$ cat src/hw/rtl/aslu_ram.sv
// generic single write, single read ram with registered read data
module aslu_ram #(
    parameter int WIDTH = 8,
    parameter int DEPTH = 16,
    localparam int AW = (DEPTH > 1) ? $clog2(DEPTH) : 1
) (
    input  logic             i_clk,
    input  logic             i_we,
    input  logic [AW-1:0]    i_waddr,
    input  logic [WIDTH-1:0] i_wdata,
    input  logic             i_re,
    input  logic [AW-1:0]    i_raddr,
    output logic [WIDTH-1:0] o_rdata
);

    logic [WIDTH-1:0] r_mem [DEPTH];
    logic [WIDTH-1:0] r_rdata;

    always_ff @(posedge i_clk) begin
        if (i_we) begin
            r_mem[i_waddr] <= i_wdata;
        end
        if (i_re) begin
            r_rdata <= r_mem[i_raddr];
        end
    end

    assign o_rdata = r_rdata;

endmodule

$ cat config.mk
export PLATFORM = sky130hd
export DESIGN_NAME = aslu_ram
export DESIGN_NICKNAME = d
export VERILOG_FILES = /design/src/hw/rtl/aslu_ram.sv
export SDC_FILE = /design/constraint.sdc
export NUM_CORES = 1
export LEC_CHECK = 0
export BUFFER_PORTS_ARGS = -buffer_cell sky130_fd_sc_hd__buf_4
export CAP_MARGIN = 10
export CORE_MARGIN = 4
export CORE_UTILIZATION = 60
export DETAILED_ROUTE_END_ITERATION = 8
export PLACE_DENSITY = 0.76
export SYNTH_ARGS = -nofsm -noshare
export SYNTH_HDL_FRONTEND = slang
export SYNTH_SLANG_ARGS = --single-unit
$ cat constraint.sdc
create_clock -name i_clk -period 2 [get_ports i_clk]
set_input_delay 0.1 -clock i_clk [delete_from_list [all_inputs] [get_ports i_clk]]
set_output_delay 0.1 -clock i_clk [all_outputs]
set_load 0.01 [all_outputs]
# Word level (Yosys, flattened, before mapping)
# Memories as Yosys holds them, arrays and structs flattened. A register that Yosys moved wholly into a read port is not among the register bits.
# Index checks and enable logic that the tools add are counted.
[word_totals]
output_inout_bits = 8
mem_count = 1
regBits = 0
word_cells = 3
ramBits = 128
inputBits = 19
[op_classes]
muxes = 2
[memory_table]
columns = ["name", "depth", "word_bits", "rd", "rd_ports_with_merged_regs", "wr", "line", "text"]
rows = [
  ["r_mem", 16, 8, 1, 1, 1, "16", "logic [WIDTH-1:0] r_mem [DEPTH];"],
]
[op_table]
columns = ["operator", "n"]
rows = [
  ["1-bit two-way mux", 2],
]

# Depth between registers and ports, before layout
[logic_depth]
depth_word = 2
mapped_depth = 5
mapped_depth_nobuf = 3

# Worst setup path after synthesis
# No wires, ideal clock.
[synth_timing]
path_kind = "input to register"
start = "in i_waddr[2]"
end = "mem r_mem[0][0], enable pin"
required_time_ns = 1.617
stages = 2
setup_slack_ns = 0.407
n_path_buf = 0
setup_ns = 0.383
t_arrival_ns = 1.210
path_cell_list = "or3b_2 -> nor3_1"
[synth_rtl]
columns = ["element", "line", "text"]
rows = [
  ["start, declared", "9", "input logic [AW-1:0] i_waddr,"],
  ["end, declared", "16", ""],
]
# Straight into the memory's write port.

==> reports/qor.yml <==
status: "completed"
worst_ir_drop_vdd_mv: 0.646
finalCriticalPeriod_ns: 1.49
final_cell_mix: "edfxtp_1 (136), buf_4 (46), mux4_2 (18), a22oi_1 (16), clkbuf_16 (16)"
final.period_utilization_pct: 74.6
rsz0062_at_grt: "no"
clk-insertion-delay-late_ns: 0.51
cp_top_family: "multiplexers"
die-area_mm2: 0.0103
cp_cell_sequence: "mux4_1 > a22oi_1 > nand2_1"
slowest_delay_ns: 0.52
pre_cts_slack_ns: 0.337
boundaryPins: 27
power.share.switching_pct: 19.4
slew_viol_final: 0
drtIter0Drc: 245
synth_fp_nets: 248
fin_skew_ns: 0.00846
synth_top_cell_area_share_pct: 78.1
cts_root_buf: "clkbuf_8"
min_path_type: "in -> reg"
clock-sinks: 136
grt_max_degree: 21
rows: 33
synth_area_leader_cell: "edfxtp_1"
drc: 0
firstDrtPassIters: 4
port_buffers: 26
end_kind: "flip-flop"
seqPwrFrac_pct: 49.8
clock.fmax_mhz: 670
intPower_uw: 5230
p_leak_uw: 0.00217
track_usage_pct: 23.7
wl_per_cell_um: 26.5
syn2layout_area_growth_pct: 20.6
drt_wl_total_um: 10900
fin_ws_ns: 0.508
die_h_um: 101
layout_commonest_cell: "edfxtp_1"
setup_violations: 0
cts-buffers-inserted: 17
grt_first_pass_wirelength_um: 16700
worst_pin_slew_ns: 0.805
worstSetupPathType: "reg -> reg"
maxCapViolCount: 0
worst-path-max-fanout: 1
path_buf_inv: 0
ys_ff_latch: 136
timing.final.hold_violations: 0
place.gp.congestion: 0.808
insertedDiodeCount: 0
grt_remaining_overflow: 0
clkPwrFrac_pct: 45.0
crit_arrival_ns: 1.75
via_count: 2584
p_comb_share_pct: 5.2
max_slew_margin_pct: 46.2
power.density_mw_per_mm2: 1030
via_per_inst: 6.27
cts_tree: "yes"
hpwl_um: 6750
cts-resized-gates: 0
cts.htree.levels: 4
ant_nets: 0
fp.coreArea_mm2: 0.00834
cp.required_ns: 2.26
die_w_um: 101
cts_buffer_depth: 2
cp_slowest_cell: "mux4_1"
start_util_pct: 62.7
antenna_found_initial: 0
ys_warn_count: 0
syn_avg_cell_area_um2: 22.8
power_uw: 6490
yosysSeqAreaShare_pct: 78.1
hold_buffers: 9
syn-cell-area_mm2: 0.00523
first_global_vias: 2751
syn_inst: 229
crit_path_start_kind: "flip-flop"
cts_setup_buffers: 0
drive_gt1_share_pct: 30.0
layout.nets: 314
synth_area_leaders: "edfxtp_1 (78%), mux4_2 (7.8%), mux4_1 (7.0%), a22oi_1 (2.3%), nor2_1 (0.93%)"
clk_pin_slew_worst_paths_ns: 0.06
fin_tns_setup_ns: 0
synth.distinct_cells: 18
p_sw_uw: 1260
[per-layer routing]
layer	share of wire, %	track usage, %
met5	0	0
met4	0.70	7.77
met3	9.7	5.30
met2	51	37.5
met1	38	33.5
[metrics by stage]
| stage | instance area (um^2) | cells | util, % | hold WS [ns] |
|---|---|---|---|---|
| 2_1_floorplan | 5230 | 229 | - | 0.199 |
| 3_3_place_gp | 5660 | 372 | 67.8 | 0.397 |
| 3_5_place_dp | 5660 | 372 | 67.8 | 0.413 |
| 4_1_cts | 6300 | 412 | 75.6 | 0.0618 |
| 5_1_grt | 6300 | 412 | 75.6 | 0.0775 |
| 6_report | 6300 | 412 | 75.6 | 0.0874 |
[Yosys cell counts]
| cell | instances |
|---|---|
| nor2_1 | 13 |
| mux4_1 | 14 |
| and2b_1 | 1 |
| clkdlybuf4s25_2 | 3 |
| buf_2 | 3 |
| nor3_1 | 4 |
| edfxtp_1 | 136 |
| nand2_1 | 9 |
| and2_1 | 1 |
| or3b_2 | 1 |
| nand3b_1 | 2 |
| buf_6 | 3 |
| nor2b_1 | 1 |
| nand2b_1 | 2 |
| a22oi_1 | 16 |
| mux4_2 | 18 |
| buf_4 | 1 |
| nand3_1 | 1 |
[sequential cells by signal, summed over array words and instances, names as in the netlist]
signal   cells
r_mem      128
o_rdata      8
[kinds of logic (layout without fill, tap and decap cells)]
family	after synthesis	after routing	share of synthesized area (%)
AO/OA/AOI/OAI	16	16	2.30
buffers and inverters	10	88	1.65
flip-flops	136	136	78.1
multiplexers	32	32	14.8
AND/OR/NAND/NOR	35	35	3.14
[power groups by stage]
stage               Combinational, uW  Sequential (uW)  Clock (uW)
CTS                               339             3230        2960
detailed placement                320             3290           0
finish                            337             3230        2920
floorplan                         162             3290           0
global route                      362             3240        3100
global placement                  312             3290           0
[area by class of cell]
cell class,instances,area [um^2]
tap,105,131
clock inverter,12,134
timing repair buffer,57,475
clock buffer,19,422
fill,458,2040
sequential,136,4080
multi-input combinational,83,1060
[worst paths after layout]
| kind | depth (start not counted) | end | startpoint | slack, ns |
|---|---|---|---|---|
| max | 3 | o_rdata[5]$_DFFE_PP_ | r_mem[1][5]$_DFFE_PP_ | 0.51 |
| min | 3 | r_mem[3][4]$_DFFE_PP_ | i_waddr[3] | 0.09 |
| max reg2reg | 3 | o_rdata[5]$_DFFE_PP_ | r_mem[1][5]$_DFFE_PP_ | 0.51 |
| min reg2reg | 3 | o_rdata[5]$_DFFE_PP_ | r_mem[12][5]$_DFFE_PP_ | 0.76 |
[tightest hold or removal path, delay by kind of cell]
family / cells / cell delay, ns
buffers and inverters: 1 / 0.09
and+or+nand+nor: 2 / 0.22
(Power assumes the default switching activity.)
