## config.mk

```make
export PLATFORM = sky130hd
export DESIGN_NAME = aslu_sym_match
export DESIGN_NICKNAME = d
export VERILOG_FILES = /design/src/hw/rtl/aslu_pkg.sv /design/src/hw/rtl/aslu_sym_match.sv
export SDC_FILE = /design/constraint.sdc
export NUM_CORES = 1
export LEC_CHECK = 0
export BUFFER_PORTS_ARGS = -buffer_cell sky130_fd_sc_hd__clkbuf_2
export CAP_MARGIN = 10
export CORE_UTILIZATION = 55
export DETAILED_ROUTE_END_ITERATION = 8
export HOLD_SLACK_MARGIN = 0.12
export PLACE_DENSITY = 0.74
export SETUP_SLACK_MARGIN = 0.02
export SLEW_MARGIN = 5
export SYNTH_ARGS = -nofsm -noshare
export SYNTH_HDL_FRONTEND = slang
export SYNTH_SLANG_ARGS = --single-unit
```

## constraint.sdc

```tcl
create_clock -name i_clk -period 10.6 [get_ports i_clk]
set_input_delay 1.59 -clock i_clk [delete_from_list [all_inputs] [get_ports i_clk]]
set_output_delay 1.59 -clock i_clk [all_outputs]
set_load 0.01 [all_outputs]
```

## src/hw/rtl/aslu_pkg.sv

```systemverilog
// shared types and constants of the address to symbol range lookup
package aslu_pkg;

    localparam logic [1:0] MODE_REGION  = 2'd0;
    localparam logic [1:0] MODE_SYMBOL  = 2'd1;
    localparam logic [1:0] MODE_RESOLVE = 2'd2;

    localparam logic [3:0] SYM_TYPE_NOTYPE = 4'd0;
    localparam logic [3:0] SYM_TYPE_TLS    = 4'd6;

    typedef struct packed {
        logic [1:0]  mode;
        logic [9:0]  entry_index;
        logic        entry_valid;
        logic [63:0] address;
        logic [63:0] region_end;
        logic [63:0] symbol_offset;
        logic [31:0] symbol_size;
        logic [3:0]  symbol_region;
        logic [3:0]  symbol_type;
        logic        symbol_named;
        logic        symbol_kind;
    } t_req;

    typedef struct packed {
        logic        region_hit;
        logic [3:0]  region_index;
        logic        symbol_hit;
        logic [9:0]  symbol_index;
        logic [63:0] symbol_start;
        logic [31:0] resolved_size;
        logic        from_debug;
    } t_rsp;

    typedef struct packed {
        logic [63:0] base;
        logic [63:0] limit;
    } t_region_entry;

    // usable folds valid, named, type and nonzero size at load time
    typedef struct packed {
        logic [63:0] offset;
        logic [31:0] length;
        logic [3:0]  owner;
        logic        is_debug;
        logic        usable;
    } t_sym_entry;

    typedef struct packed {
        logic        found;
        logic        exact;
        logic [63:0] start;
        logic [31:0] length;
    } t_sym_best;

endpackage

```

## src/hw/rtl/aslu_sym_match.sv

```systemverilog
// symbol window test pipeline with best-match tracking per symbol kind
module aslu_sym_match #(
    parameter int IDX_W = 10
) (
    input  logic                i_clk,
    input  logic                i_rst_n,
    input  logic                i_clear,
    input  logic                i_vld,
    input  logic [IDX_W-1:0]    i_idx,
    input  logic [63:0]         i_offset,
    input  logic [31:0]         i_length,
    input  logic                i_is_debug,
    input  logic [63:0]         i_addr,
    input  logic [63:0]         i_base,
    output logic                o_busy,
    output aslu_pkg::t_sym_best o_dyn,
    output aslu_pkg::t_sym_best o_dbg,
    output logic [IDX_W-1:0]    o_dyn_idx,
    output logic [IDX_W-1:0]    o_dbg_idx
);
    import aslu_pkg::*;

    // stage 1: absolute start at 65 bits
    logic             r_s1_vld;
    logic [IDX_W-1:0] r_s1_idx;
    logic [64:0]      r_s1_start;
    logic [31:0]      r_s1_len;
    logic             r_s1_dbg;

    // stage 2: window test and distance
    logic             r_s2_vld;
    logic [IDX_W-1:0] r_s2_idx;
    logic [63:0]      r_s2_start;
    logic [31:0]      r_s2_len;
    logic             r_s2_dbg;
    logic [63:0]      r_s2_dist;

    // best per kind, slot 0 dynamic, slot 1 debug
    logic             r_found [2];
    logic [63:0]      r_dist  [2];
    logic [63:0]      r_start [2];
    logic [31:0]      r_len   [2];
    logic [IDX_W-1:0] r_idx   [2];

    logic [64:0] n_s1_start;
    logic [64:0] n_stop;
    logic        n_in_win;
    logic        n_better;

    always_comb begin
        n_s1_start = {1'b0, i_base} + {1'b0, i_offset};
        n_stop     = r_s1_start + {33'd0, r_s1_len};
        n_in_win   = !r_s1_start[64] && (i_addr >= r_s1_start[63:0])
                     && ({1'b0, i_addr} < n_stop);
        n_better   = !r_found[r_s2_dbg] || (r_s2_dist < r_dist[r_s2_dbg]);
    end

    always_ff @(posedge i_clk) begin
        if (!i_rst_n) begin
            r_s1_vld   <= 1'b0;
            r_s2_vld   <= 1'b0;
            r_found[0] <= 1'b0;
            r_found[1] <= 1'b0;
        end else begin
            r_s1_vld   <= i_vld;
            r_s1_idx   <= i_idx;
            r_s1_start <= n_s1_start;
            r_s1_len   <= i_length;
            r_s1_dbg   <= i_is_debug;

            r_s2_vld   <= r_s1_vld && n_in_win;
            r_s2_idx   <= r_s1_idx;
            r_s2_start <= r_s1_start[63:0];
            r_s2_len   <= r_s1_len;
            r_s2_dbg   <= r_s1_dbg;
            r_s2_dist  <= i_addr - r_s1_start[63:0];

            if (i_clear) begin
                r_found[0] <= 1'b0;
                r_found[1] <= 1'b0;
            end else if (r_s2_vld && n_better) begin
                // strict compare keeps the earliest entry on ties
                r_found[r_s2_dbg] <= 1'b1;
                r_dist[r_s2_dbg]  <= r_s2_dist;
                r_start[r_s2_dbg] <= r_s2_start;
                r_len[r_s2_dbg]   <= r_s2_len;
                r_idx[r_s2_dbg]   <= r_s2_idx;
            end
        end
    end

    assign o_busy = r_s1_vld || r_s2_vld;

    always_comb begin
        o_dyn.found  = r_found[0];
        o_dyn.exact  = (r_dist[0] == 64'd0);
        o_dyn.start  = r_start[0];
        o_dyn.length = r_len[0];
        o_dbg.found  = r_found[1];
        o_dbg.exact  = (r_dist[1] == 64'd0);
        o_dbg.start  = r_start[1];
        o_dbg.length = r_len[1];
        o_dyn_idx    = r_idx[0];
        o_dbg_idx    = r_idx[1];
    end

endmodule

```

## Word level (Yosys, flattened, before mapping)

Memories as Yosys holds them, arrays and structs flattened. A register that Yosys moved wholly into a read port is not among the register bits.
Cells that the tools add are included.
Widths: inputs -> output; s select.

| storage, ports and cells | value |
|---|---|
| output and inout bits | 217 |
| bits in registers | 281 |
| latch bits | 0 |
| memories | 5 |
| ROM bits | 0 |
| input bits | 239 |
| RAM bits | 342 |

| cells by class | value |
|---|---|
| $mul | 0 |
| divide/modulo/power cells | 0 |
| muxes and demuxes | 15 |
| bitwise logic cells | 2 |
| shifts and indexed selects | 0 |
| reductions and logical operators | 11 |
| equal/unequal tests | 0 |
| magnitude comparators | 3 |
| add/subtract/negate cells | 3 |

Memories:

| name | words | width | read ports | clocked after Yosys merged registers in | wr ports | RTL line | text |
|---|---|---|---|---|---|---|---|
| r_dist | 2 | 64 | 3 | 1 | 1 | aslu_sym_match.sv:40 | `logic [63:0] r_dist [2];` |
| r_start | 2 | 64 | 2 | 0 | 1 | aslu_sym_match.sv:41 | `logic [63:0] r_start [2];` |
| r_len | 2 | 32 | 2 | 0 | 1 | aslu_sym_match.sv:42 | `logic [31:0] r_len [2];` |
| r_idx | 2 | 10 | 2 | 0 | 1 | aslu_sym_match.sv:43 | `logic [IDX_W-1:0] r_idx [2];` |
| r_found | 2 | 1 | 3 | 1 | 2 | aslu_sym_match.sv:39 | `logic r_found [2];` |

Operators by type and width:

| operator | count |
|---|---|
| $logic_not 64->1 | 2 |
| $add 64x64->65 | 1 |
| $add 65x32->65 | 1 |
| $lt 64x65->1 | 1 |
| $ge 64x64->1 | 1 |
| $lt 64x64->1 | 1 |
| $sub 64x64->64 | 1 |
| $mux 1 | 15 |
| $logic_and 1x1->1 | 4 |
| $logic_not 1->1 | 2 |
| $logic_or 1x1->1 | 2 |
| $or 1x1->1 | 2 |
| $reduce_or 1->1 | 1 |

## Depth between registers and ports, before layout

| depth | value |
|---|---|
| depth after elaboration | 9 |
| mapped depth | 24 |
| mapped depth without buffers | 24 |

## Least setup slack after synthesis

Ideal clock, no wire load.

| path | value |
|---|---|
| path type | register to register |
| start point | register with a tool-made name |
| end point | memory r_dist[0][0], enable pin |
| data required time | 10.050 ns |
| arrival time | 7.137 ns |
| stages on the path, launching flop included | 15 |
| buffers on the path | 2 |
| library setup time | 0.550 ns |
| slack | 2.912 ns |
| clock period less this slack | 7.688 ns |
| cells stage by stage | dfxtp_1 > buf_1 > clkbuf_1 > mux2i_1 > ha_1 > a21o_1 > a21o_1 > a21o_1 > a21o_1 > a21o_1 > a211o_1 > a21oi_1 > nand3_1 > o21ai_0 > and2_1 |

RTL lines:

| element | RTL line |
|---|---|
| end, declared | aslu_sym_match.sv:40 |

==> impl_metrics.yaml <==
critical_path:
  rr_worst_depth: 13
  crit_buf_inv: 2
  cp.required_ns: 10.83
  slowest_delay_ns: 0.85
  reg2reg_slack_ns: 5.03
  cp.depth: 13
  cp_top_family: "compound AO/OA/AOI/OAI gates"
  critPathSlowestCell: "and2_4"
  cp_max_fo: 63
  worst_setup_path_end_kind: "flip-flop"
  path_cells: "buf_4 -> mux2i_1 -> ha_1 -> a21o_1 -> a21o_1 -> a21oi_1 -> o211ai_1 -> o21a_1 -> o31ai_1 -> a21oi_1 -> o21ai_0 -> and2_4 -> buf_4"
  start_kind: "flip-flop"
  cp.arrival_ns: 5.80
  worstSetupPathType: "flip-flop to flip-flop"
hold_path:
  hold_class: "flip-flop to flip-flop"
  hold_depth: 0
yosys:
  yosys.area.top_type: "edfxtp_1"
  seq_area_frac_synth_pct: 57.4
  synth_top_area_share_pct: 57.0
  async_flop_share_pct: 0
  synth_area_mm2: 0.0326
  synthesis.instances: 2551
  yosys-top-cells-count: "edfxtp_1 (619), ha_1 (286), a21oi_1 (205)"
  synth_edf_count: 619
  yosysWarnings: 0
  synth_seq_cells: 624
  avgSynthCellArea_um2: 12.8
  synthFlopType: "edfxtp_1"
  synth_fp_nets: 3079
  synth_cell_types: 87
  yosys.cell_count.top_type: "edfxtp_1"
  synth_area_leaders: "edfxtp_1 (57%), ha_1 (11%), xnor2_1 (3.4%)"
floorplanning:
  coreArea_mm2: 0.0581
  initial_utilization_pct: 56.0
  ioPinCount: 456
  die_h_um: 245
  rows: 88
  die_x_um: 245
  dieArea_mm2: 0.0602
placed_design:
  dpl.hpwl_um: 65700
  io_buffers: 455
  dp_slack_ns: 4.96
  globalplace.congestion: 0.959
sta:
  rsz0062_at_grt: "no"
  fin_ws_ns: 5.03
  layout_min_cycle_time_ns: 5.57
  fmax_mhz: 179
  setup-tns-final_ns: 0
  fin_worst_skew_ns: 0.0228
  slew_headroom_pct: 34.4
  finalCritPeriodShare_pct: 52.6
  setup_violations: 0
  whs_ns: 0.419
  tightest_slew_ns: 0.984
  drv_slew: 0
  hold_violations: 0
final_layout:
  layout.nets: 3548
  area_delta_synth_final_pct: 16.0
  nFillCells: 4389
  final_layout_size_suffix_gt1_share_pct: 20.1
routing:
  wl_um: 86000
  via_per_inst: 5.96
  drc: 0
  first_iter_violations: 1866
  routedWlPerCell_um: 22.4
  dr_total_vias: 22898
  drtAntennaViolNets: 0
  dr.pass1.iters: 5
global_routing:
  grt_util_all_layers_pct: 28.3
  antenna_found_initial: 10
  grt_max_degree: 136
  grt-ovfl-total: 0
  grt_pass1_vias: 22975
  grt_pass1_wl_um: 131000
clocking:
  cts_sinks: 624
  tritoncts: "built"
  cts-buffers-inserted: 67
  clkTransAtPathRegs_ns: 0.06
  root_buffer: "clkbuf_16"
  clk_latency_ns: 0.61
  holdBufCountCts: 0
  post-cts-setup-buffer-count: 0
  cts_buffer_depth: 3
  cts_resized: 0
  htree_levels: 3
power:
  p_per_area_mw_per_mm2: 187
  leakagePower_nw: 15.5
  irDropWorstVdd_mv: 0.184
status:
  outcome: "finished, final reports clean"
job:
  drv_cap: 0
==> metal layers <==
metal | global-route usage (%) | wire (µm) | up-vias
li1 | - | - | 10738
met1 | 38.4 | 37100 | 11193
met2 | 46.4 | 40900 | 807
met3 | 4.81 | 5440 | 152
met4 | 9.37 | 2400 | 8
met5 | 0 | 56 | -
==> stage by stage <==
| stage | cells | power [mW] | util (%) | area (µm²) |
|---|---|---|---|---|
| floorplan | 2551 | 4.29 | - | 32600 |
| finish | 3842 | 7.09 | 65.0 | 37800 |
| global placement | 3716 | 4.74 | 61.3 | 35600 |
| global route | 3840 | 7.41 | 65.0 | 37800 |
| detailed placement | 3716 | 4.79 | 61.3 | 35600 |
| CTS | 3835 | 7.10 | 65.0 | 37800 |
==> state kept, by name (all words and copies together), names as in the netlist, 20 cells and up, named ones only <==
| signal | cells |
|---|---|
| r_idx | 20 |
| r_dist | 128 |
| r_s2_dist | 64 |
| r_s2_start | 64 |
| r_s2_len | 32 |
| r_start | 128 |
| r_s1_start | 65 |
| r_s1_len | 32 |
| r_len | 64 |
==> cell usage in the layout (no fill, tap or decap), types with 18 or more instances in the layout <==
master       n
nand4_1     69
edfxtp_1   619
o21bai_1    36
clkbuf_16   68
a21oi_1    205
o21ai_0     99
nor2_1     103
nor3_1      19
ha_1       286
a21o_1     131
xnor2_1    128
nand2b_1    28
nor2b_1     24
o21a_1      27
inv_1      125
mux2i_1     64
nor4_1      46
nand2_1    130
clkbuf_2   454
xor2_1      50
and2_1      18
a31oi_1     20
nand3_1     60
==> final cells by class <==
| type | instances | area, µm² | share of cell area (%) |
|---|---|---|---|
| Inverter | 125 | 469 | 1.24 |
| Sequential cell | 624 | 18700 | 49.5 |
| Timing Repair Buffer | 462 | 2350 | 6.22 |
| Clock inverter | 40 | 414 | 1.10 |
| Tap cell | 765 | 957 | 2.53 |
| Multi-Input combinational cell | 1740 | 13100 | 34.8 |
| Antenna cell | 7 | 17.5 | 0.0463 |
| Clock buffer | 79 | 1740 | 4.61 |
==> kinds of logic after synthesis <==
kind of cell,synth area share [%]
AND/OR/NAND/NOR,8.78
multiplexers,1.97
buffers and inverters,2.32
AO/OA/AOI/OAI,13.6
adder cells (fa/ha/maj),11.2
flip-flops,57.4
XOR/XNOR,4.78
==> worst paths after layout <==
kind                          from                       end
min          r_s1_idx[4]$_DFFE_PP_     r_s2_idx[4]$_DFFE_PP_
min reg2reg  r_s1_idx[4]$_DFFE_PP_     r_s2_idx[4]$_DFFE_PP_
max                      flip-flop  r_start[1][22]$_DFFE_PP_
max reg2reg              flip-flop  r_start[1][22]$_DFFE_PP_
==> where the power goes <==
part	switching, mW	leakage [nW]	internal (mW)
logic	0.931	8.59	0.661
clock network	0.974	1.05	1.34
registers	0.180	5.83	3.00
No activity file was read; power rests on OpenSTA's default activity.
